**config.mk**
```make
export PLATFORM = sky130hd
export DESIGN_NAME = dmx_light_effect_generator_flat
export DESIGN_NICKNAME = d
export VERILOG_FILES = /design/src/rtl/core/dmx_leg_pkg.sv /design/src/rtl/core/dmx_leg_if.sv /design/src/rtl/core/dmx_light_effect_generator.sv /design/src/flat_wrapper.sv
export VERILOG_INCLUDE_DIRS = /design/src /design/src/rtl/core
export SDC_FILE = /design/constraint.sdc
export NUM_CORES = 1
export LEC_CHECK = 0
export ABC_CLOCK_PERIOD_IN_PS = 5500
export BUFFER_PORTS_ARGS = -buffer_cell sky130_fd_sc_hd__buf_2
export CORE_MARGIN = 4
export CORE_UTILIZATION = 55
export DETAILED_ROUTE_END_ITERATION = 16
export PLACE_DENSITY = 0.73
export SLEW_MARGIN = 20
export SYNTH_ARGS = -nofsm -noshare
export SYNTH_HDL_FRONTEND = slang
export SYNTH_SLANG_ARGS = --single-unit
```
**constraint.sdc**
```tcl
create_clock -name clk -period 5.5 [get_ports clk]
set_input_delay 0.55 -clock clk [delete_from_list [all_inputs] [get_ports clk]]
set_output_delay 0.55 -clock clk [all_outputs]
set_load 0.1 [all_outputs]
```
**src/rtl/core/dmx_light_effect_generator_macros.svh**
```systemverilog
// assertion helpers for the core module
`ifndef DMX_LIGHT_EFFECT_GENERATOR_MACROS_SVH
`define DMX_LIGHT_EFFECT_GENERATOR_MACROS_SVH

// condition that must hold at every clock edge out of reset
`define DMX_ASSERT_ALWAYS(lbl, cond, msg) \
    lbl: assert property (@(posedge clk) disable iff (!rst_n) (cond)) else $error(msg);

// same-cycle implication
`define DMX_ASSERT_IMPLY(lbl, ante, cons, msg) \
    lbl: assert property (@(posedge clk) disable iff (!rst_n) (ante) |-> (cons)) \
        else $error(msg);

`endif

```
**src/rtl/core/dmx_leg_pkg.sv**
```systemverilog
package dmx_leg_pkg;

    localparam int CHANNELS_DEF = 8;
    localparam int LVL_W        = 8;
    localparam int FRAME_W      = 64;
    localparam int MODE_W       = 2;
    localparam int CHAN_W       = 3;
    localparam int LEVEL_W      = 16;
    localparam int EFF_W        = 3;
    localparam int PHASE_W      = 9;

    // command codes
    localparam logic [MODE_W-1:0] MODE_TICK   = 2'd0;
    localparam logic [MODE_W-1:0] MODE_WR_ONE = 2'd1;
    localparam logic [MODE_W-1:0] MODE_WR_ALL = 2'd2;
    localparam logic [MODE_W-1:0] MODE_SELECT = 2'd3;

    // effect codes
    localparam logic [EFF_W-1:0] EFF_STATIC  = 3'd0;
    localparam logic [EFF_W-1:0] EFF_BREATH  = 3'd1;
    localparam logic [EFF_W-1:0] EFF_RAINBOW = 3'd2;
    localparam logic [EFF_W-1:0] EFF_CHASE   = 3'd3;
    localparam logic [EFF_W-1:0] EFF_WAVE    = 3'd4;

    localparam logic [PHASE_W-1:0] DEG_FULL = 9'd360;

    localparam longint ONE_Q30 = 64'sd1073741824;
    localparam longint PI_Q30  = 64'sd3373259426;

    typedef logic [LVL_W-1:0] deg_rom_t [360];
    typedef logic [LVL_W-1:0] brth_rom_t [256];

    // floor(127.5 +/- 127.5*sin(x)), x in q30 on the first quarter wave
    function automatic logic [LVL_W-1:0] lvl_from_x(input longint x, input bit peak,
                                                    input bit neg);
        longint x2;
        longint term;
        longint s;
        longint total;
        if (peak) begin
            s = ONE_Q30;
        end
        else begin
            s    = x;
            x2   = (x * x) >>> 30;
            term = x;
            // alternating taylor terms, divisors (2n)(2n+1) for n = 1..8
            term = ((term * x2) >>> 30) / 6;
            s    = s - term;
            term = ((term * x2) >>> 30) / 20;
            s    = s + term;
            term = ((term * x2) >>> 30) / 42;
            s    = s - term;
            term = ((term * x2) >>> 30) / 72;
            s    = s + term;
            term = ((term * x2) >>> 30) / 110;
            s    = s - term;
            term = ((term * x2) >>> 30) / 156;
            s    = s + term;
            term = ((term * x2) >>> 30) / 210;
            s    = s - term;
            term = ((term * x2) >>> 30) / 272;
            s    = s + term;
        end
        total = 255 * ONE_Q30 + (neg ? -255 * s : 255 * s);
        if (total < 0) begin
            total = 0;
        end
        total = total >>> 31;
        if (total > 255) begin
            total = 255;
        end
        return LVL_W'(total);
    endfunction

    // level per whole degree
    function automatic deg_rom_t build_deg_rom();
        deg_rom_t rom;
        longint   q;
        bit       neg;
        for (int p = 0; p < 360; p++) begin
            q   = longint'(p);
            neg = 1'b0;
            if (q >= 180) begin
                neg = 1'b1;
                q   = q - 180;
            end
            if (q > 90) begin
                q = 180 - q;
            end
            rom[p] = lvl_from_x((PI_Q30 * q) / 180, q == 90, neg);
        end
        return rom;
    endfunction

    // breathing level, indexed by half the step (step is always even)
    function automatic brth_rom_t build_brth_rom();
        brth_rom_t rom;
        longint    q;
        bit        neg;
        for (int k = 0; k < 256; k++) begin
            q   = longint'(2 * k);
            neg = 1'b0;
            if (q >= 256) begin
                neg = 1'b1;
                q   = q - 256;
            end
            if (q > 128) begin
                q = 256 - q;
            end
            rom[k] = lvl_from_x((PI_Q30 * q) / 256, q == 128, neg);
        end
        return rom;
    endfunction

    localparam deg_rom_t  SINE_DEG_ROM  = build_deg_rom();
    localparam brth_rom_t SINE_BRTH_ROM = build_brth_rom();

    // power-up level of a channel
    function automatic logic [LVL_W-1:0] reset_level(input int idx);
        return (idx >= 7) ? 8'd255 : LVL_W'((idx + 1) * 32);
    endfunction

    // chase level from distance behind the head
    function automatic logic [LVL_W-1:0] chase_level(input int behind);
        return (behind < 2) ? 8'd255 : ((behind < 4) ? 8'd100 : 8'd0);
    endfunction

endpackage

```
**src/rtl/core/dmx_leg_if.sv**
```systemverilog
interface dmx_leg_cmd_if;
    import dmx_leg_pkg::*;

    logic                      valid;
    logic                      ready;
    logic [MODE_W-1:0]         mode;
    logic [CHAN_W-1:0]         channel;
    logic signed [LEVEL_W-1:0] level;
    logic [EFF_W-1:0]          effect;

    modport source (output valid, mode, channel, level, effect, input ready);
    modport sink   (input valid, mode, channel, level, effect, output ready);
endinterface

interface dmx_leg_res_if;
    import dmx_leg_pkg::*;

    logic               valid;
    logic               ready;
    logic [FRAME_W-1:0] frame;
    logic [EFF_W-1:0]   active_effect;

    modport source (output valid, frame, active_effect, input ready);
    modport sink   (input valid, frame, active_effect, output ready);
endinterface

```
**src/rtl/core/dmx_light_effect_generator.sv**
```systemverilog
// a writing or ticking item sweeps the issue and modify stages, then the done state
//   registers any due frame onto res; no new item is taken before it is through; the single
//   read port of the level memory visits one channel per cycle, plus any wait on res.ready
// selects, ticks with nothing running and writes past the last channel end in idle, with no sweep
// reset: async active low; levels come back to 32,64,..,224,255 through per-entry
//   valid flags, no clearing pass; effect static, animation stopped, auto send on
`include "dmx_light_effect_generator_macros.svh"

module dmx_light_effect_generator #(
    parameter int CHANNELS = dmx_leg_pkg::CHANNELS_DEF
) (
    input  logic                clk,
    input  logic                rst_n,
    input  logic                cfg_wr_en,
    input  logic                cfg_wr_data,
    dmx_leg_cmd_if.sink         cmd,
    dmx_leg_res_if.source       res
);
    import dmx_leg_pkg::*;

    localparam int IDX_W = $clog2(CHANNELS);
    localparam int CNT_W = $clog2(CHANNELS + 1);
    localparam int POS_W = $clog2(2 * CHANNELS);
    localparam int DW    = $clog2(2 * CHANNELS + 1);

    typedef enum logic [2:0] {
        ST_IDLE  = 3'b001,
        ST_SWEEP = 3'b010,
        ST_DONE  = 3'b100
    } state_t;

    // control state
    state_t              state_reg, state_next;
    logic [CNT_W-1:0]    rd_cnt_reg, rd_cnt_next;
    logic                proc_valid_reg;
    logic [IDX_W-1:0]    proc_idx_reg;
    logic                changed_reg, changed_next;
    logic                act_reg, act_next;
    logic [EFF_W-1:0]    effect_reg, effect_next;
    logic                running_reg, running_next;
    logic                auto_send_reg, auto_send_next;
    logic [PHASE_W-1:0]  breath_reg, breath_next;
    logic [PHASE_W-1:0]  rainbow_reg, rainbow_next;
    logic [PHASE_W-1:0]  wave_reg, wave_next;
    logic [POS_W-1:0]    chase_reg, chase_next;
    logic [CHANNELS-1:0] valid_reg;
    logic                rd_hit_reg;
    logic                res_valid_reg, res_valid_next;

    // item and datapath registers
    logic [MODE_W-1:0]         op_reg;
    logic [CHAN_W-1:0]         ch_reg;
    logic signed [LEVEL_W-1:0] lv_reg;
    logic [LVL_W-1:0]          clamp_reg;
    logic [EFF_W-1:0]          tick_eff_reg;
    logic [PHASE_W-1:0]        angle_reg;
    logic [IDX_W-1:0]          dist_reg;
    logic [LVL_W-1:0]          gen_val_reg;
    logic [LVL_W-1:0]          mem_rd_reg;
    logic [FRAME_W-1:0]        frame_reg;
    logic [FRAME_W-1:0]        res_frame_reg;
    logic [EFF_W-1:0]          res_effect_reg;

    // channel level memory, one read and one write port
    logic [LVL_W-1:0] lvl_mem [CHANNELS];

    logic               accept;
    logic               start;
    logic               issue_en;
    logic [IDX_W-1:0]   rd_idx;
    logic               emit;
    logic               out_free;
    logic               res_load;
    logic [LVL_W-1:0]   clamp_in;
    logic [LVL_W-1:0]   old_lvl;
    logic [LVL_W-1:0]   new_lvl;
    logic [PHASE_W-1:0] breath_inc;
    logic [PHASE_W:0]   rainbow_sum;
    logic [PHASE_W-1:0] rainbow_inc;
    logic [PHASE_W:0]   wave_sum;
    logic [PHASE_W-1:0] wave_inc;
    logic [POS_W:0]     chase_sum;
    logic [POS_W-1:0]   chase_inc;
    logic [DW-1:0]      dist_t0;
    logic [DW-1:0]      dist_t1;
    logic [DW-1:0]      dist_t2;
    logic [PHASE_W:0]   angle_sum;
    logic [PHASE_W-1:0] angle_wrap;
    logic               sweep_end;
    logic               phase_ok;

    assign accept    = cmd.valid && cmd.ready;
    assign cmd.ready = (state_reg == ST_IDLE);
    assign rd_idx    = rd_cnt_reg[IDX_W-1:0];
    assign issue_en  = (state_reg == ST_SWEEP) && (rd_cnt_reg != CNT_W'(CHANNELS));
    assign out_free  = !res_valid_reg || res.ready;

    assign res.valid         = res_valid_reg;
    assign res.frame         = res_frame_reg;
    assign res.active_effect = res_effect_reg;

    // clamp the requested level to a byte
    always_comb
    begin
        if (cmd.level < 16'sd0)
        begin
            clamp_in = '0;
        end
        else if (cmd.level > 16'sd255)
        begin
            clamp_in = 8'd255;
        end
        else
        begin
            clamp_in = cmd.level[LVL_W-1:0];
        end
    end

    // phase counters advanced by one tick
    always_comb
    begin
        breath_inc  = breath_reg + 9'd2;
        rainbow_sum = {1'b0, rainbow_reg} + 10'd4;
        rainbow_inc = (rainbow_sum >= {1'b0, DEG_FULL}) ?
                      PHASE_W'(rainbow_sum - {1'b0, DEG_FULL}) : rainbow_sum[PHASE_W-1:0];
        wave_sum    = {1'b0, wave_reg} + 10'd3;
        wave_inc    = (wave_sum >= {1'b0, DEG_FULL}) ?
                      PHASE_W'(wave_sum - {1'b0, DEG_FULL}) : wave_sum[PHASE_W-1:0];
        chase_sum   = {1'b0, chase_reg} + (POS_W + 1)'(1);
        chase_inc   = (chase_sum == (POS_W + 1)'(2 * CHANNELS)) ? '0 : chase_sum[POS_W-1:0];
        // distance of channel 0 behind the chase head, true modulo
        dist_t0     = DW'(2 * CHANNELS) - DW'(chase_inc);
        dist_t1     = (dist_t0 >= DW'(CHANNELS)) ? dist_t0 - DW'(CHANNELS) : dist_t0;
        dist_t2     = (dist_t1 >= DW'(CHANNELS)) ? dist_t1 - DW'(CHANNELS) : dist_t1;
    end

    // per-channel angle step for rainbow and wave
    always_comb
    begin
        angle_sum  = {1'b0, angle_reg} + ((tick_eff_reg == EFF_RAINBOW) ? 10'd45 : 10'd30);
        angle_wrap = (angle_sum >= {1'b0, DEG_FULL}) ?
                     PHASE_W'(angle_sum - {1'b0, DEG_FULL}) : angle_sum[PHASE_W-1:0];
    end

    // modify stage: stored level against the new one
    always_comb
    begin
        old_lvl = rd_hit_reg ? mem_rd_reg : reset_level(int'(proc_idx_reg));
        case (op_reg)
            MODE_WR_ONE: new_lvl = (proc_idx_reg == ch_reg[IDX_W-1:0]) ? clamp_reg : old_lvl;
            MODE_WR_ALL: new_lvl = clamp_reg;
            default:     new_lvl = gen_val_reg;
        endcase
    end

    // write-all always emits, write-one if unclamped level != stored byte, tick only on change
    assign emit = (op_reg == MODE_WR_ALL) || ((op_reg == MODE_WR_ONE) && act_reg) ||
                  ((op_reg == MODE_TICK) && changed_reg);

    always_comb
    begin
        state_next     = state_reg;
        rd_cnt_next    = rd_cnt_reg;
        changed_next   = changed_reg;
        act_next       = act_reg;
        effect_next    = effect_reg;
        running_next   = running_reg;
        auto_send_next = auto_send_reg;
        breath_next    = breath_reg;
        rainbow_next   = rainbow_reg;
        wave_next      = wave_reg;
        chase_next     = chase_reg;
        start          = 1'b0;
        res_load       = 1'b0;

        case (state_reg)
            ST_IDLE:
            begin
                if (accept)
                begin
                    case (cmd.mode)
                        MODE_SELECT:
                        begin
                            if ((cmd.effect <= EFF_WAVE) && (cmd.effect != effect_reg))
                            begin
                                effect_next = cmd.effect;
                                if (cmd.effect == EFF_STATIC)
                                begin
                                    running_next = 1'b0;
                                end
                                else if (auto_send_reg)
                                begin
                                    running_next = 1'b1;
                                end
                            end
                        end
                        MODE_WR_ONE:
                        begin
                            // channel numbers past the last one are dropped
                            start = (int'(cmd.channel) < CHANNELS);
                        end
                        MODE_WR_ALL:
                        begin
                            start = 1'b1;
                        end
                        default:
                        begin
                            if (running_reg && (effect_reg != EFF_STATIC))
                            begin
                                start = 1'b1;
                                case (effect_reg)
                                    EFF_BREATH:  breath_next  = breath_inc;
                                    EFF_RAINBOW: rainbow_next = rainbow_inc;
                                    EFF_CHASE:   chase_next   = chase_inc;
                                    default:     wave_next    = wave_inc;
                                endcase
                            end
                        end
                    endcase
                end
                if (start)
                begin
                    state_next   = ST_SWEEP;
                    rd_cnt_next  = '0;
                    changed_next = 1'b0;
                    act_next     = 1'b0;
                end
            end
            ST_SWEEP:
            begin
                if (issue_en)
                begin
                    rd_cnt_next = rd_cnt_reg + CNT_W'(1);
                end
                if (proc_valid_reg)
                begin
                    if (new_lvl != old_lvl)
                    begin
                        changed_next = 1'b1;
                    end
                    // unclamped level against the stored byte
                    if ((op_reg == MODE_WR_ONE) && (proc_idx_reg == ch_reg[IDX_W-1:0]))
                    begin
                        act_next = (lv_reg != {8'h00, old_lvl});
                    end
                    if (proc_idx_reg == IDX_W'(CHANNELS - 1))
                    begin
                        state_next = ST_DONE;
                    end
                end
            end
            ST_DONE:
            begin
                if (!emit)
                begin
                    state_next = ST_IDLE;
                end
                else if (out_free)
                begin
                    res_load   = 1'b1;
                    state_next = ST_IDLE;
                    if (op_reg != MODE_TICK)
                    begin
                        running_next = 1'b0;
                        effect_next  = EFF_STATIC;
                    end
                end
            end
            default:
            begin
                state_next = ST_IDLE;
            end
        endcase

        // config must arrive only while idle; the block itself does not enforce it
        if (cfg_wr_en && (cfg_wr_data != auto_send_reg))
        begin
            auto_send_next = cfg_wr_data;
            if (cfg_wr_data && (effect_reg != EFF_STATIC))
            begin
                running_next = 1'b1;
            end
        end

        if (res_load)
        begin
            res_valid_next = 1'b1;
        end
        else if (res.ready)
        begin
            res_valid_next = 1'b0;
        end
        else
        begin
            res_valid_next = res_valid_reg;
        end
    end

    always_ff @(posedge clk or negedge rst_n)
    begin
        if (!rst_n)
        begin
            state_reg      <= ST_IDLE;
            rd_cnt_reg     <= '0;
            proc_valid_reg <= 1'b0;
            proc_idx_reg   <= '0;
            changed_reg    <= 1'b0;
            act_reg        <= 1'b0;
            effect_reg     <= EFF_STATIC;
            running_reg    <= 1'b0;
            auto_send_reg  <= 1'b1;
            breath_reg     <= '0;
            rainbow_reg    <= '0;
            wave_reg       <= '0;
            chase_reg      <= '0;
            valid_reg      <= '0;
            rd_hit_reg     <= 1'b0;
            res_valid_reg  <= 1'b0;
        end
        else
        begin
            state_reg      <= state_next;
            rd_cnt_reg     <= rd_cnt_next;
            proc_valid_reg <= issue_en;
            proc_idx_reg   <= rd_idx;
            changed_reg    <= changed_next;
            act_reg        <= act_next;
            effect_reg     <= effect_next;
            running_reg    <= running_next;
            auto_send_reg  <= auto_send_next;
            breath_reg     <= breath_next;
            rainbow_reg    <= rainbow_next;
            wave_reg       <= wave_next;
            chase_reg      <= chase_next;
            res_valid_reg  <= res_valid_next;
            if (issue_en)
            begin
                rd_hit_reg <= valid_reg[rd_idx];
            end
            if (proc_valid_reg)
            begin
                valid_reg[proc_idx_reg] <= 1'b1;
            end
        end
    end

    // level memory: read in the issue stage, written back in the modify stage
    always_ff @(posedge clk)
    begin
        if (proc_valid_reg)
        begin
            lvl_mem[proc_idx_reg] <= new_lvl;
        end
        if (issue_en)
        begin
            mem_rd_reg <= lvl_mem[rd_idx];
        end
    end

    // pattern generator, registered alongside the memory read
    always_ff @(posedge clk)
    begin
        if (issue_en)
        begin
            case (tick_eff_reg)
                EFF_BREATH: gen_val_reg <= SINE_BRTH_ROM[breath_reg[PHASE_W-1:1]];
                EFF_CHASE:  gen_val_reg <= chase_level(int'(dist_reg));
                default:    gen_val_reg <= SINE_DEG_ROM[angle_reg];
            endcase
        end
    end

    // item capture and per-channel walkers
    always_ff @(posedge clk)
    begin
        if (start)
        begin
            op_reg       <= cmd.mode;
            ch_reg       <= cmd.channel;
            lv_reg       <= cmd.level;
            clamp_reg    <= clamp_in;
            tick_eff_reg <= effect_reg;
            angle_reg    <= (effect_reg == EFF_RAINBOW) ? rainbow_inc : wave_inc;
            dist_reg     <= dist_t2[IDX_W-1:0];
            frame_reg    <= '0;
        end
        else
        begin
            if (issue_en)
            begin
                angle_reg <= angle_wrap;
                dist_reg  <= (dist_reg == IDX_W'(CHANNELS - 1)) ? '0 : dist_reg + IDX_W'(1);
            end
            if (proc_valid_reg)
            begin
                frame_reg[{proc_idx_reg, 3'b000} +: LVL_W] <= new_lvl;
            end
        end
        if (res_load)
        begin
            res_frame_reg  <= frame_reg;
            res_effect_reg <= (op_reg == MODE_TICK) ? tick_eff_reg : EFF_STATIC;
        end
    end

    assign sweep_end = (rd_cnt_reg == CNT_W'(CHANNELS));
    assign phase_ok  = (rainbow_reg < DEG_FULL) && (wave_reg < DEG_FULL) &&
                       (int'(chase_reg) < 2 * CHANNELS);

    // no read-modify-write in flight once back in idle
    `DMX_ASSERT_IMPLY(a_idle_no_wb, state_reg == ST_IDLE, !proc_valid_reg, "write-back in idle")
    // every channel has been issued before a frame is decided
    `DMX_ASSERT_IMPLY(a_done_swept, state_reg == ST_DONE, sweep_end, "sweep incomplete")
    // animation never runs in static mode
    `DMX_ASSERT_IMPLY(a_run_effect, running_reg, effect_reg != EFF_STATIC, "running while static")
    // phase counters stay in range
    `DMX_ASSERT_ALWAYS(a_phase_rng, phase_ok, "phase out of range")

endmodule

```
**src/flat_wrapper.sv**
```systemverilog
// flat-port wrapper written by rule: the top's interface ports become plain ports
module dmx_light_effect_generator_flat import dmx_leg_pkg::*;
#(
    parameter int CHANNELS = dmx_leg_pkg::CHANNELS_DEF
)
  (clk, rst_n, cfg_wr_en, cfg_wr_data, cmd_valid, cmd_mode, cmd_channel, cmd_level, cmd_effect, cmd_ready, res_valid, res_frame, res_active_effect, res_ready);
  dmx_leg_cmd_if cmd_i ();
  dmx_leg_res_if res_i ();
  input  logic clk;
  input  logic rst_n;
  input  logic cfg_wr_en;
  input  logic cfg_wr_data;
  input wire logic [$bits(cmd_i.valid)-1:0] cmd_valid;
  input wire logic [$bits(cmd_i.mode)-1:0] cmd_mode;
  input wire logic [$bits(cmd_i.channel)-1:0] cmd_channel;
  input wire logic [$bits(cmd_i.level)-1:0] cmd_level;
  input wire logic [$bits(cmd_i.effect)-1:0] cmd_effect;
  output wire logic [$bits(cmd_i.ready)-1:0] cmd_ready;
  output wire logic [$bits(res_i.valid)-1:0] res_valid;
  output wire logic [$bits(res_i.frame)-1:0] res_frame;
  output wire logic [$bits(res_i.active_effect)-1:0] res_active_effect;
  input wire logic [$bits(res_i.ready)-1:0] res_ready;
  assign cmd_i.valid = cmd_valid;
  assign cmd_i.mode = cmd_mode;
  assign cmd_i.channel = cmd_channel;
  assign cmd_i.level = cmd_level;
  assign cmd_i.effect = cmd_effect;
  assign cmd_ready = cmd_i.ready;
  assign res_valid = res_i.valid;
  assign res_frame = res_i.frame;
  assign res_active_effect = res_i.active_effect;
  assign res_i.ready = res_ready;
  dmx_light_effect_generator #(.CHANNELS(CHANNELS)) u_core (.clk(clk), .rst_n(rst_n), .cfg_wr_en(cfg_wr_en), .cfg_wr_data(cfg_wr_data), .cmd(cmd_i), .res(res_i));
endmodule
```
# ---- Word-level counts from Yosys, hierarchy flattened
# Memories as Yosys holds them, arrays and structs flattened. A register that Yosys moved wholly into a read port is not among the register bits.
# Index checks and enable logic that the tools add are counted.
dict set report classes {
  bitwise_logic 5
  mux 76
  mul 0
  n_lt_le_gt_ge 16
  shifts 2
  div_mod_pow 0
  n_addsub 15
  reduce_logical 34
  eq_ne 36
}
# cell count
set ops {}
lappend ops {{$mux W8} 9}
lappend ops {{$bwmux W64} 1}
lappend ops {{$shift A8 B8 Y64 const A} 1}
lappend ops {{$shiftx A8 B8 Y64} 1}
lappend ops {{$mux W9} 6}
lappend ops {{$mux W3} 15}
lappend ops {{$pmux W8 S2} 2}
lappend ops {{$ge A10 B9 Y1 const B} 3}
lappend ops {{$mux W1} 28}
lappend ops {{$sub A9 B9 Y9 const B} 3}
lappend ops {{$reduce_and A5 Y1} 4}
lappend ops {{$gt A16 B9 Y1 const B} 1}
lappend ops {{$lt A16 B1 Y1 const B} 1}
lappend ops {{$ne A16 B8 Y1} 1}
lappend ops {{$eq A3 B2 Y1 const B} 5}
lappend ops {{$ne A2 B2 Y1 const B} 7}
lappend ops {{$mux W4} 3}
lappend ops {{$reduce_and A4 Y1} 3}
lappend ops {{$add A9 B2 Y10 const B} 1}
lappend ops {{$add A9 B3 Y10 const B} 1}
lappend ops {{$add A9 B6 Y10} 1}
lappend ops {{$ge A10 B10 Y1 const B} 1}
lappend ops {{$ge A5 B4 Y1 const B} 2}
lappend ops {{$logic_and A1 B1 Y1} 10}
lappend ops {{other kinds (50)} 74}
dict set report totals {
  latchBits 0
  n_memories 3
  mem_bits_ro 6144
  inputBits 30
  out_inout_bits 69
  mem_bits_rw 64
  reg_bits 242
  wordCells 214
}
# name depth width read_ports rd_clocked_by_memory_dff write_ports line
set memory_table {}
lappend memory_table {{(no name shown)} 512 8 1 0 0 dmx_light_effect_generator.sv:368} ;# default: gen_val_reg <= SINE_DEG_ROM[angle_reg];
lappend memory_table {{(no name shown)} 256 8 1 0 0 dmx_light_effect_generator.sv:366} ;# EFF_BREATH: gen_val_reg <= SINE_BRTH_ROM[breath_reg[PHASE_W-1:1]];
lappend memory_table {u_core.lvl_mem 8 8 1 1 1 dmx_light_effect_generator.sv:65} ;# logic [LVL_W-1:0] lvl_mem [CHANNELS];

# ---- Depth between registers and ports, before layout
# Gate-level depths: netlist of the first run.
dict set report logic_depth {
  ltp_word 9
  depth_mapped 13
  mapped_depth_nobuf 13
}

# ---- Least setup slack after synthesis of the first run
# No wires, ideal clock.
dict set report synth_path {
  path_kind {reg-to-reg}
  from {register u_core.state_reg[0]}
  to {register u_core.ch_reg[0], enable pin}
  arrival_ns 4.851
  required_time_ns 5.091
  setup_slack_ns 0.240
  n_path_buf 2
  setup_ns 0.409
  stages_incl_launch_ff 7
  synth_period_minus_slack_ns 5.260
  cell_sequence {dfstp_2 > nor3b_1 > and2_1 > nand2_1 > inv_1 > clkbuf_1 > clkbuf_1}
}
dict set report synth_via {
  elab_chain_cells 5
}
# item line
set synth_lines {}
lappend synth_lines {{from (decl)} dmx_light_effect_generator.sv:33} ;# state_t state_reg, state_next;
lappend synth_lines {{from (signal assigned)} dmx_light_effect_generator.sv:322} ;# state_reg <= state_next;
lappend synth_lines {{$eq A3 B1 Y1 (*)} dmx_light_effect_generator.sv:93} ;# assign cmd.ready = (state_reg == ST_IDLE);
lappend synth_lines {{net cmd_ready} flat_wrapper.sv:18} ;# output wire logic [$bits(cmd_i.ready)-1:0] cmd_ready;
lappend synth_lines {{$logic_and A1 B1 Y1} dmx_light_effect_generator.sv:92} ;# assign accept = cmd.valid && cmd.ready;
lappend synth_lines {{$mux W1} dmx_light_effect_generator.sv:179} ;# if (accept)
lappend synth_lines {{$mux W1} dmx_light_effect_generator.sv:176} ;# case (state_reg)
lappend synth_lines {{$mux W1 (*)} dmx_light_effect_generator.sv:176}
lappend synth_lines {{net u_core.start} dmx_light_effect_generator.sv:68} ;# logic start;
lappend synth_lines {{to (signal assigned)} dmx_light_effect_generator.sv:379} ;# ch_reg <= cmd.channel;
lappend synth_lines {{to (decl)} dmx_light_effect_generator.sv:52} ;# logic [CHAN_W-1:0] ch_reg;
# The timed path passes the listed nets; every way through them passes the cells marked *. The select of a mux whose other input is x is not followed.
# A chain may end at the register's enable or synchronous reset.

# ---- Final worst setup path of the first run
dict set report layout_path {
  from {register u_core.angle_reg[0]}
  to {register u_core.gen_val_reg[0], data pin}
}
dict set report layout_via {
  elab_chain_cells 5
}
# item line
set layout_lines {}
lappend layout_lines {{from (decl)} dmx_light_effect_generator.sv:56} ;# logic [PHASE_W-1:0] angle_reg;
lappend layout_lines {{from (signal assigned)} dmx_light_effect_generator.sv:383} ;# angle_reg <= (effect_reg == EFF_RAINBOW) ? rainbow_inc : wave_inc;
lappend layout_lines {{from (signal assigned)} dmx_light_effect_generator.sv:391} ;# angle_reg <= angle_wrap;
lappend layout_lines {{$not A9 Y10 (implied by the code)} dmx_light_effect_generator.sv:368}
lappend layout_lines {{$mem_v2 Z512 W8} -}
lappend layout_lines {{$mux W8 (implied by the code) (2 in a row)} dmx_light_effect_generator.sv:368}
lappend layout_lines {{$pmux W8 S2} dmx_light_effect_generator.sv:365} ;# case (tick_eff_reg)
lappend layout_lines {{to (signal assigned)} dmx_light_effect_generator.sv:366}
lappend layout_lines {{to (signal assigned)} dmx_light_effect_generator.sv:367} ;# EFF_CHASE: gen_val_reg <= chase_level(int'(dist_reg));
lappend layout_lines {{to (signal assigned)} dmx_light_effect_generator.sv:368}
lappend layout_lines {{to (decl)} dmx_light_effect_generator.sv:58} ;# logic [LVL_W-1:0] gen_val_reg;
# No other way between the ends. The select of a mux whose other input is x is not followed.

==> results of run 1 <==
## area by class of cell
cell class / count / share of cell area [%]
diodes: 3 / 0.0387
well taps: 402 / 2.60
multi-input cells: 1254 / 44.1
clock buffers: 39 / 4.58
inverters: 69 / 1.34
flip-flops and latches: 310 / 43.3
clock inverters: 17 / 0.762
repair buffers: 116 / 3.23
## worst paths after layout
| check | endpoint | slack, ns | cells past startpoint |
|---|---|---|---|
| max | u_core.gen_val_reg[0]$_DFFE_PP_ | 1.85 | 9 |
| min | u_core.rainbow_reg[4]$_DFFE_PN0P_ | 0.18 | 2 |
| max reg2reg | u_core.gen_val_reg[0]$_DFFE_PP_ | 1.85 | 9 |
| min reg2reg | u_core.res.frame[20]$_DFFE_PP_ | 0.43 | 0 |
| max in group asynchronous | u_core.breath_reg[4]$_DFFE_PN0P_ | 4.74 | 2 |
| min in group clk | u_core.lv_reg[5]$_DFFE_PP_ | 0.20 | 1 |
## cells in the mapped netlist (32+ instances only)
cell type  number
xnor2_1        42
mux2i_1        70
nand2_1       160
o21ai_0        98
ha_1           48
clkbuf_1       58
nor3_1         41
nor2_1        160
a21oi_1       111
buf_2          32
dfxtp_1        64
inv_1          64
edfxtp_1      191
dfrtp_1        53
## routing by layer
| layer | vias up | global-route usage [%] | routed length [um] |
|---|---|---|---|
| met5 | - | 0 | 0 |
| met1 | 6937 | 38.5 | 20500 |
| met2 | 694 | 39.6 | 21200 |
| met4 | 0 | 7.31 | 1290 |
| met3 | 94 | 5.94 | 4470 |
| li1 | 6567 | - | - |
## stage by stage
| step | setup WS (ns) | area (um^2) | utilization (%) |
|---|---|---|---|
| after floorplan | 0.240 | 17700 | - |
| after global placement | 2.01 | 18300 | 57.9 |
| after detailed placement | 1.95 | 18300 | 57.9 |
| after CTS | 2.00 | 19400 | 61.2 |
| after global routing | 1.66 | 19400 | 61.3 |
| final | 1.85 | 19400 | 61.3 |
## kinds of logic after synthesis
family	after synthesis	share of synthesized area, %
multiplexers	113	8.42
buffers and inverters	185	4.27
adder cells (fa/ha/maj)	49	3.51
AO/OA/AOI/OAI	474	18.1
AND/OR/NAND/NOR	547	14.7
flip-flops	310	47.5
XOR/XNOR	71	3.52
## power by group through the flow
stage	sequential, mW	combinational (mW)	clock (mW)
CTS	2.99	3.31	2.14
finish	3.00	3.39	2.11
detailed placement	3.03	3.29	0
global placement	3.03	3.26	0
global route	3.03	3.70	2.24
floorplan	2.88	2.62	0
==> key figures, run 1 <==
STA
  • Slew Viols, Final: 0
  • Least-Margin Pin Slew: 1.16 ns
  • Final Skew: 0.0174 ns
  • Crit share post-route: 66.3%
  • Highest Clock Rate: 0.274 GHz
  • RSZ-0062 raised after global routing: no
  • Setup TNS: 0 ns
  • Hold WS: approximately 0.18 ns
  • Final hold vios: 0
  • Worst slew margin: 22.4%
  • Final setup violation count: 0
  • Min Tclk post-route: 3.65 ns

Global routing
  • First-pass GRT wire length: 76100 um
  • Initial antenna violation count: 4
  • Tot GR Track Use: 26.3%
  • Largest net degree at the start of global routing: 85
  • Grt ovf: 0
  • Vias in the first global route: roughly 13000

Die
  • Initial core utilization: about 56%
  • # IOs: 99
  • Chip height: 187 um
  • Total die area: 35100 um^2
  • CORE AREA: 31600 um^2
  • Rows: 65
  • Die X: 187 um

Worst setup path
  • Crit path cell chain: buf_4 > inv_1 > ha_1 > and2b_1 > nor3_1 > o311ai_0 > o21ai_0 > mux4_2 > a211o_1
  • Crit path from: u_core.angle_reg[0]$_DFFE_PP_
  • Reg2Reg Launch Point: u_core.angle_reg[0]$_DFFE_PP_
  • Worst path required time: 5.80 ns
  • Critical path class: flop to flop
  • Worst setup EP type: flop
  • CP max stage cell: o311ai_0
  • CP Buf/Inv Count: 2
  • CP peak stage delay: 0.56 ns
  • Startpoint types: flop
  • Critical path arrival: between 3 and 4 ns
  • Largest delay share family, worst path: compound AO/OA/AOI/OAI gates
  • Crit Path Max Fanout: 20

Cells and area
  • Area occupied by multi-input gates: 8550 um^2
  • Most frequent cells in the layout: edfxtp_1 (191), nand2_1 (160), nor2_1 (159)
  • Post-route insts no fill: 2210
  • Fin nets: 1860
  • Most common cell after layout, fill and taps aside: edfxtp_1
  • Filler cell count in the final layout: 2541
  • Layout cells sized above 1: between 10 and 15%
  • Area Overhead vs Synth: 9.62%
  • Register area: approximately 8400 um^2

Power
  • Seq pwr share: about a third
  • Clock power share: 24.8%
  • Max IR drop VDD: 276 uV
  • Switching share of power: approximately two fifths
  • Switching power: 3.26 mW
  • Combinational Power Share: 39.9%
  • Int Pwr: 5.23 mW
  • Static Leak: 7.25 nW
  • Pwr/cell area: 438 nW/um^2
  • Power Total: 8.49 mW

Place
  • Dpl cells: 2151
  • Port Buf Inserts: 98
  • DPL Wire Length: 32100 um
  • Final GP Congestion: 0.992

Clocking
  • Longest Clk Path Bufs: 3
  • Clock Sinks: 310
  • H-tree depth: 1
  • Hold buffers post-CTS: 0
  • Root buffer cell: clkbuf_16
  • TritonCTS buffer count: 30
  • Clk pin slew, worst setup/hold paths: 0.07 ns
  • CTS tree: yes
  • Clock latency on the worst-skew pair: 0.55 ns
  • Post-CTS sizing: 0
  • Post-CTS setup buffers: 0

Synth
  • Biggest area consumer among synthesized cells: edfxtp_1
  • Synth warn: 0
  • Synth cell types: 90
  • Register area share after synthesis: a little under half
  • Share of synthesized registers carrying an async set or reset: 17.7%
  • Post-Syn Area: 17700 um^2
  • Area contributors post-synth: edfxtp_1 (32%), dfrtp_1 (7.5%), dfxtp_1 (7.2%)
  • FF+latch count, synth: between 300 and 400
  • Post-Synthesis Cells: 1749
  • Most used DFF post-synth: edfxtp_1
  • Syn nets: 1828
  • Top cell type's share of synthesized area: between 30% and 40%
  • Syn Area/Cell: 10.1 um^2
  • Post-synth EDFFs: approximately 190

Route
  • Via density: 6.47
  • Routed Antenna Nets: 0
  • Drt pass-1 iters: 6
  • Initial DRC Count: 2095
  • Via count: between 10000 and 15000
  • DRC errors left: 0
  • Routed WL: 47500 um
  • Avg WL per Cell: around 22 um

Run
  • Max-cap violation count: 0

Worst hold path
  • Min-Delay Path Class: input pin to async pin

Run status
  • Outcome: complete, no violations
Note: power is estimated with default switching activity, not from simulation.
==> run 2, diff against run 1 <==
ABC_AREA = 1   (was not set)
ABC_CLOCK_PERIOD_IN_PS = 3620   (was 5500)
clock period = 3.62 ns   (was 5.5 ns; I/O delays follow)
==> key figures, run 2 <==
Run status
  • Outcome: complete, no violations

Synth
  • Top cell type's share of synthesized area: 34.0%
  • Post-Synthesis Cells: 1977
  • Area contributors post-synth: edfxtp_1 (34%), nand2_1 (8.7%), dfrtp_1 (7.9%)
  • Syn Area/Cell: approximately 8.5 um^2
  • Post-synth top cells: nand2_1 (392), o21ai_0 (219), edfxtp_1 (191)
  • Post-synth EDFFs: about 190
  • Syn nets: 2056
  • Synth cell types: 66
  • Register area share after synthesis: between 40% and 50%
  • Biggest area consumer among synthesized cells: edfxtp_1
  • Share of synthesized registers carrying an async set or reset: 17.7%
  • Most used DFF post-synth: edfxtp_1
  • FF+latch count, synth: 310
  • Count leader, synth: nand2_1
  • Synth warn: 0
  • Post-Syn Area: 16800 um^2

STA
  • Final hold vios: 0
  • Hold WS: 0.0365 ns
  • Worst slew margin: 28.6%
  • RSZ-0062 raised after global routing: no
  • Setup TNS: 0 ns
  • Highest Clock Rate: 0.333 GHz
  • Slew Viols, Final: 0
  • Final setup violation count: 0
  • Final Skew: 0.0101 ns
  • Min Tclk post-route: 3.00 ns
  • Least-Margin Pin Slew: around 1.1 ns
  • PnR worst setup slack: about 0.62 ns
  • Crit share post-route: 82.9%

Clocking
  • TritonCTS buffer count: 30
  • Post-CTS sizing: 0
  • H-tree depth: 1
  • Post-CTS setup buffers: 0
  • Clock Sinks: 310
  • Longest Clk Path Bufs: 3
  • Clk pin slew, worst setup/hold paths: 0.07 ns
  • Clock latency on the worst-skew pair: roughly 0.56 ns
  • Root buffer cell: clkbuf_16
  • CTS tree: yes

Power
  • Static Leak: ~8.1 nW
  • Max IR drop VDD: 649 uV
  • Power Total: 16.5 mW
  • Pwr/cell area: about 860 nW/um^2

Worst setup path
  • Critical path class: flop to flop
  • CP dominant cell by count: nand2_1
  • Crit Path Max Fanout: 6
  • CP max stage cell: fa_1
  • CP peak stage delay: approximately 0.45 ns
  • Capturing point of the worst reg2reg path: u_core.angle_reg[5]$_DFFE_PP_
  • Startpoint types: flop
  • Reg2Reg Launch Point: u_core.tick_eff_reg[2]$_DFFE_PP_
  • Crit path cell chain: nor3_1 > inv_1 > fa_1 > inv_1 > nand2_2 > a21oi_1 > o21bai_1 > xor2_1 > nor2_1 > nand3_2 > nand2_2 > nand2_1 > nand2_1 > nand2_1 > nand2_1
  • Critical path arrival: 3.32 ns
  • Worst path required time: 3.94 ns
  • Crit path from: u_core.tick_eff_reg[2]$_DFFE_PP_
  • Reg2Reg Depth: 15
  • CP endpoint: u_core.angle_reg[5]$_DFFE_PP_
  • Worst setup EP type: flop
  • R2R setup slack: 0.62 ns

Cells and area
  • Final instance area: 19100 um^2
  • Most frequent cells in the layout: nand2_1 (392), o21ai_0 (219), edfxtp_1 (191)
  • Layout cells sized above 1: 12.8%
  • Most common cell after layout, fill and taps aside: nand2_1
  • Area Overhead vs Synth: 13.3%
  • Register area: about 8400 um^2
  • Post-route insts no fill: 2514
  • Final Core Density: between 60 and 70%
  • Area occupied by multi-input gates: approximately 7400 um^2
  • Fin nets: 2178
  • Filler cell count in the final layout: about 2500

Route
  • Routed Antenna Nets: 0
  • DRC errors left: 0
  • Avg WL per Cell: 20.4 um
  • Via density: 6.10
  • Initial DRC Count: 1919
  • Drt pass-1 iters: 7
  • Via count: roughly 15000
  • Routed WL: 51200 um

Place
  • Post-DP Area: 17900 um^2
  • Port Buf Inserts: 98
  • Post-placement worst setup slack: 0.665 ns
  • Final GP Congestion: 0.982
  • Dpl cells: 2437
  • DPL Wire Length: 36100 um

Global routing
  • Vias in the first global route: 14600
  • First-pass GRT wire length: 81000 um
  • Tot GR Track Use: 30.0%
  • Initial antenna violation count: 0
  • Largest net degree at the start of global routing: 65
  • Grt ovf: 0

Die
  • Die X: between 150 and 200 um
  • # IOs: 99
  • CORE AREA: ~30000 um^2
  • Chip height: 183 um
  • Initial core utilization: 56.2%
  • Total die area: 33500 um^2
  • Rows: 63

Run
  • Max-cap violation count: 0

Worst hold path
  • Min-Delay Path Class: input pin to flop
  • Hold path depth: 1
  • Startpoint of the worst hold path: cmd_mode[1]
run 2: cell count changes after synthesis, moves of 24 or more:
cell / before / now
xnor2_1: 42 / 12
nand2_1: 160 / 392
nand2b_1: 30 / 0
a21oi_1: 111 / 164
a211oi_1: 31 / 2
o21ai_0: 98 / 219
inv_1: 64 / 173
nand3_1: 29 / 124
nor2b_1: 29 / 0
mux2i_1: 70 / 0
nor3_1: 41 / 17
mux4_2: 27 / 0
run 2: repair_timing:
action                                 in CTS  in global routing
hold buffers                               20                  0
endpoints found under the hold margin      50                  0
setup endpoints to repair                   0                  0
run 2: worst max-delay path: cells and delay by family, from the launching register on:
kind	cells	cell delay [ns]
simple gates	9	1.06
compound gates	2	0.22
fa+ha+maj	1	0.45
flops	1	0.42
buf+inv	2	0.26
xor+xnor	1	0.34
run 2: report_power, final:
group | switching [mW] | internal (mW)
sequential | 0.543 | 4.74
clock | 1.34 | 1.77
combinational | 5.58 | 2.48
run 2: logic make-up (layout without fill, tap and decap cells):
kind of cell             count (synthesis)  count (layout)  synth area share [%]
XOR/XNOR                                44              44                  2.44
flip-flops                             310             310                  49.8
adder cells (fa/ha/maj)                 49              49                  3.68
multiplexers                             2               2                 0.134
other                                    0               1                     0
AND/OR/NAND/NOR                        802             802                  21.0
AO/OA/AOI/OAI                          504             504                  16.8
buffers and inverters                  266             412                  6.18
run 2: cell type report:
type / instances / share of cell area (%)
timing repair buffer: 170 / 5.73
multi-input combinational: 1401 / 38.9
tap: 390 / 2.56
antenna: 1 / 0.0131
inverter: 186 / 3.66
clock inverter: 12 / 0.747
clock buffer: 44 / 4.42
sequential: 310 / 44.0
run 2: metal layers:
metal / global-route usage (%) / share of wire [%] / vias up
met2: 46.7 / 45 / 932
li1: - / - / 7089
met3: 5.28 / 11 / 134
met5: 0 / 0 / -
met4: 9.27 / 3.1 / 0
met1: 43.3 / 42 / 7179
run 2: worst min-delay path by stage:
stage,endpoint,slack [ns]
after floorplan,u_core.act_reg$_DFFE_PN0P_,0.07
after global placement,u_core.res.frame[45]$_DFFE_PP_,0.41
after detailed placement,u_core.res.frame[39]$_DFFE_PP_,0.41
after CTS,u_core.auto_send_reg$_DFFE_PN1P_,0.02
after global routing,u_core.op_reg[1]$_DFFE_PP_,0.02
final,u_core.op_reg[1]$_DFFE_PP_,0.04
==> run 3, diff against run 2 <==
ABC_CLOCK_PERIOD_IN_PS = 2560   (was 3620)
PLACE_DENSITY = 0.76   (was 0.73)
clock period = 2.56 ns   (was 3.62 ns; I/O delays follow)
==> key figures, run 3 (synthesis results as in run 2) <==
Worst setup path
  • Startpoint types: flop
  • Worst path required time: 2.86 ns
  • Reg2Reg Depth: 16
  • Critical path class: flop to flop
  • Worst setup EP type: flop
  • Crit Path Max Fanout: 6
  • Critical path arrival: 3.02 ns

Worst hold path
  • Hold path depth: 1
  • Min-Delay Path Class: input pin to flop

Power
  • Seq pwr share: 29.3%
  • Static Leak: about 8.7 nW
  • Switching share of power: between 40 and 50%
  • Int Pwr: 13.9 mW
  • Combinational Power Share: 52.7%
  • Pwr/cell area: 1240 nW/um^2
  • Switching power: 11.1 mW
  • Clock power share: between 10% and 20%
  • Power Total: 25.0 mW
  • Max IR drop VDD: 1010 uV

Die
  • Chip height: ~180 um
  • Rows: between 60 and 70
  • Initial core utilization: 56.2%
  • # IOs: 99
  • CORE AREA: 30000 um^2
  • Total die area: ~33000 um^2
  • Die X: about 180 um

Route
  • Routed WL: about 52000 um
  • Via density: 6.02
  • Avg WL per Cell: 19.7 um
  • Initial DRC Count: 1739
  • Via count: 15800
  • Routed Antenna Nets: 0
  • Drt pass-1 iters: 8
  • DRC errors left: 0

Cells and area
  • Most common cell after layout, fill and taps aside: nand2_1
  • Post-route insts no fill: 2629
  • Fin nets: approximately 2300
  • Area Overhead vs Synth: 20.2%
  • Most frequent cells in the layout: nand2_1 (378), o21ai_0 (218), edfxtp_1 (191)
  • Layout cells sized above 1: 18.9%

Place
  • Final GP Congestion: 1.05
  • DPL Wire Length: 36400 um
  • Dpl cells: approximately 2500
  • Port Buf Inserts: 98

STA
  • Final Skew: around 0.025 ns
  • Least-Margin Pin Slew: 0.856 ns
  • Worst slew margin: 42.4%
  • Setup TNS: -0.710 ns
  • Crit share post-route: 106%
  • Final hold vios: 0
  • PnR worst setup slack: -0.160 ns
  • Slew Viols, Final: 0
  • Highest Clock Rate: 0.368 GHz
  • RSZ-0062 raised after global routing: yes
  • Min Tclk post-route: 2.72 ns
  • Final setup violation count: 6

Clocking
  • Root buffer cell: clkbuf_16
  • Clock Sinks: 310
  • H-tree depth: 1
  • Longest Clk Path Bufs: 3
  • CTS tree: yes
  • TritonCTS buffer count: 30
  • Clk pin slew, worst setup/hold paths: 0.07 ns
  • Clock latency on the worst-skew pair: 0.57 ns

Run status
  • Failing checks: setup timing
  • Outcome: complete, but fails checks

Global routing
  • First-pass GRT wire length: 79700 um
  • Vias in the first global route: 15100
  • Grt ovf: 0
  • Initial antenna violation count: 0
  • Largest net degree at the start of global routing: 66
  • Tot GR Track Use: 29.4%

Run
  • Max-cap violation count: 0
## run 3: changes by cell type in the layout (fill, tap and decap cells not counted), moves of 7 or more
cell and change:
buf_4 +102, inv_1 -7, inv_2 +7, nand2_1 -14, nand2_2 +10
## run 3: stage by stage
stage	util (%)	instance area [um^2]	hold WS (ns)	setup WS, ns
final	67.6	20300	0.0893	-0.160
after global routing	67.6	20300	0.0850	-0.276
after CTS	66.7	20000	0.0621	-0.126
after detailed placement	62.3	18700	0.162	-0.290
after global placement	62.3	18700	0.158	-0.171
after floorplan	-	16900	-0.0396	-0.110
## run 3: final timing paths
kind	from	end	slack [ns]
setup / recovery	u_core.tick_eff_reg[1]$_DFFE_PP_	u_core.angle_reg[7]$_DFFE_PP_	-0.16
hold / removal	cmd_level[15]	u_core.lv_reg[15]$_DFFE_PP_	0.09
setup reg to reg	u_core.tick_eff_reg[1]$_DFFE_PP_	u_core.angle_reg[7]$_DFFE_PP_	-0.16
hold reg to reg	u_core.frame_reg[7]$_SDFFE_PP0P_	u_core.res.frame[7]$_DFFE_PP_	0.42
max in group asynchronous	rst_n	u_core.state_reg[0]$_DFFE_PN1P_	1.74
min in group asynchronous	rst_n	u_core.breath_reg[4]$_DFFE_PN0P_	0.10
## run 3: what timing repair did
item,in CTS,in global routing
resized for setup,9,48
pin swaps,8,19
endpoints found under the setup margin,6,16
hold endpoints to repair,70,0
gates cloned,0,0
hold buffers,26,0
setup buffers,3,10
## run 3: area by class of cell
type                       count  area, um^2
antenna                        1        2.50
clock buffer                  42         816
clock inverter                14         184
fill                        2365        9700
inverter                     186         698
multi-input combinational   1401        7640
sequential                   310        8400
tap                          390         488
timing repair buffer         285        2030
## run 3: power by group through the flow
stage / Combinational [mW] / Sequential [mW] / Clock, mW
CTS: 12.2 / 7.29 / 4.55
global route: 14.3 / 7.42 / 4.77
floorplan: 7.72 / 7.41 / 0
global placement: 11.8 / 7.33 / 0
finish: 13.2 / 7.33 / 4.52
detailed placement: 11.9 / 7.37 / 0
## run 3: routing by layer
metal  track usage [%]  vias to the layer above  share of wire [%]
met4              13.9                        0                4.9
met1              38.3                     7354                 39
met5                 0                        -                  0
li1                  -                     7310                  -
met3              3.93                      194                8.7
met2              48.9                      958                 48
## run 3: critical path, stage by stage, from the launching register on
cell and delay [ns]:
edfxtp_1 0.40, inv_2 0.10, nor3_4 0.05, buf_6 0.12, ha_4 0.15, fa_2 0.34
inv_2 0.08, nand2_4 0.07, xor2_2 0.21, o21ai_1 0.26, clkinv_1 0.16, nand3_4 0.15
nand2_4 0.09, nand2_2 0.08, nand2_2 0.05, nand2_2 0.07, nand2_2 0.06
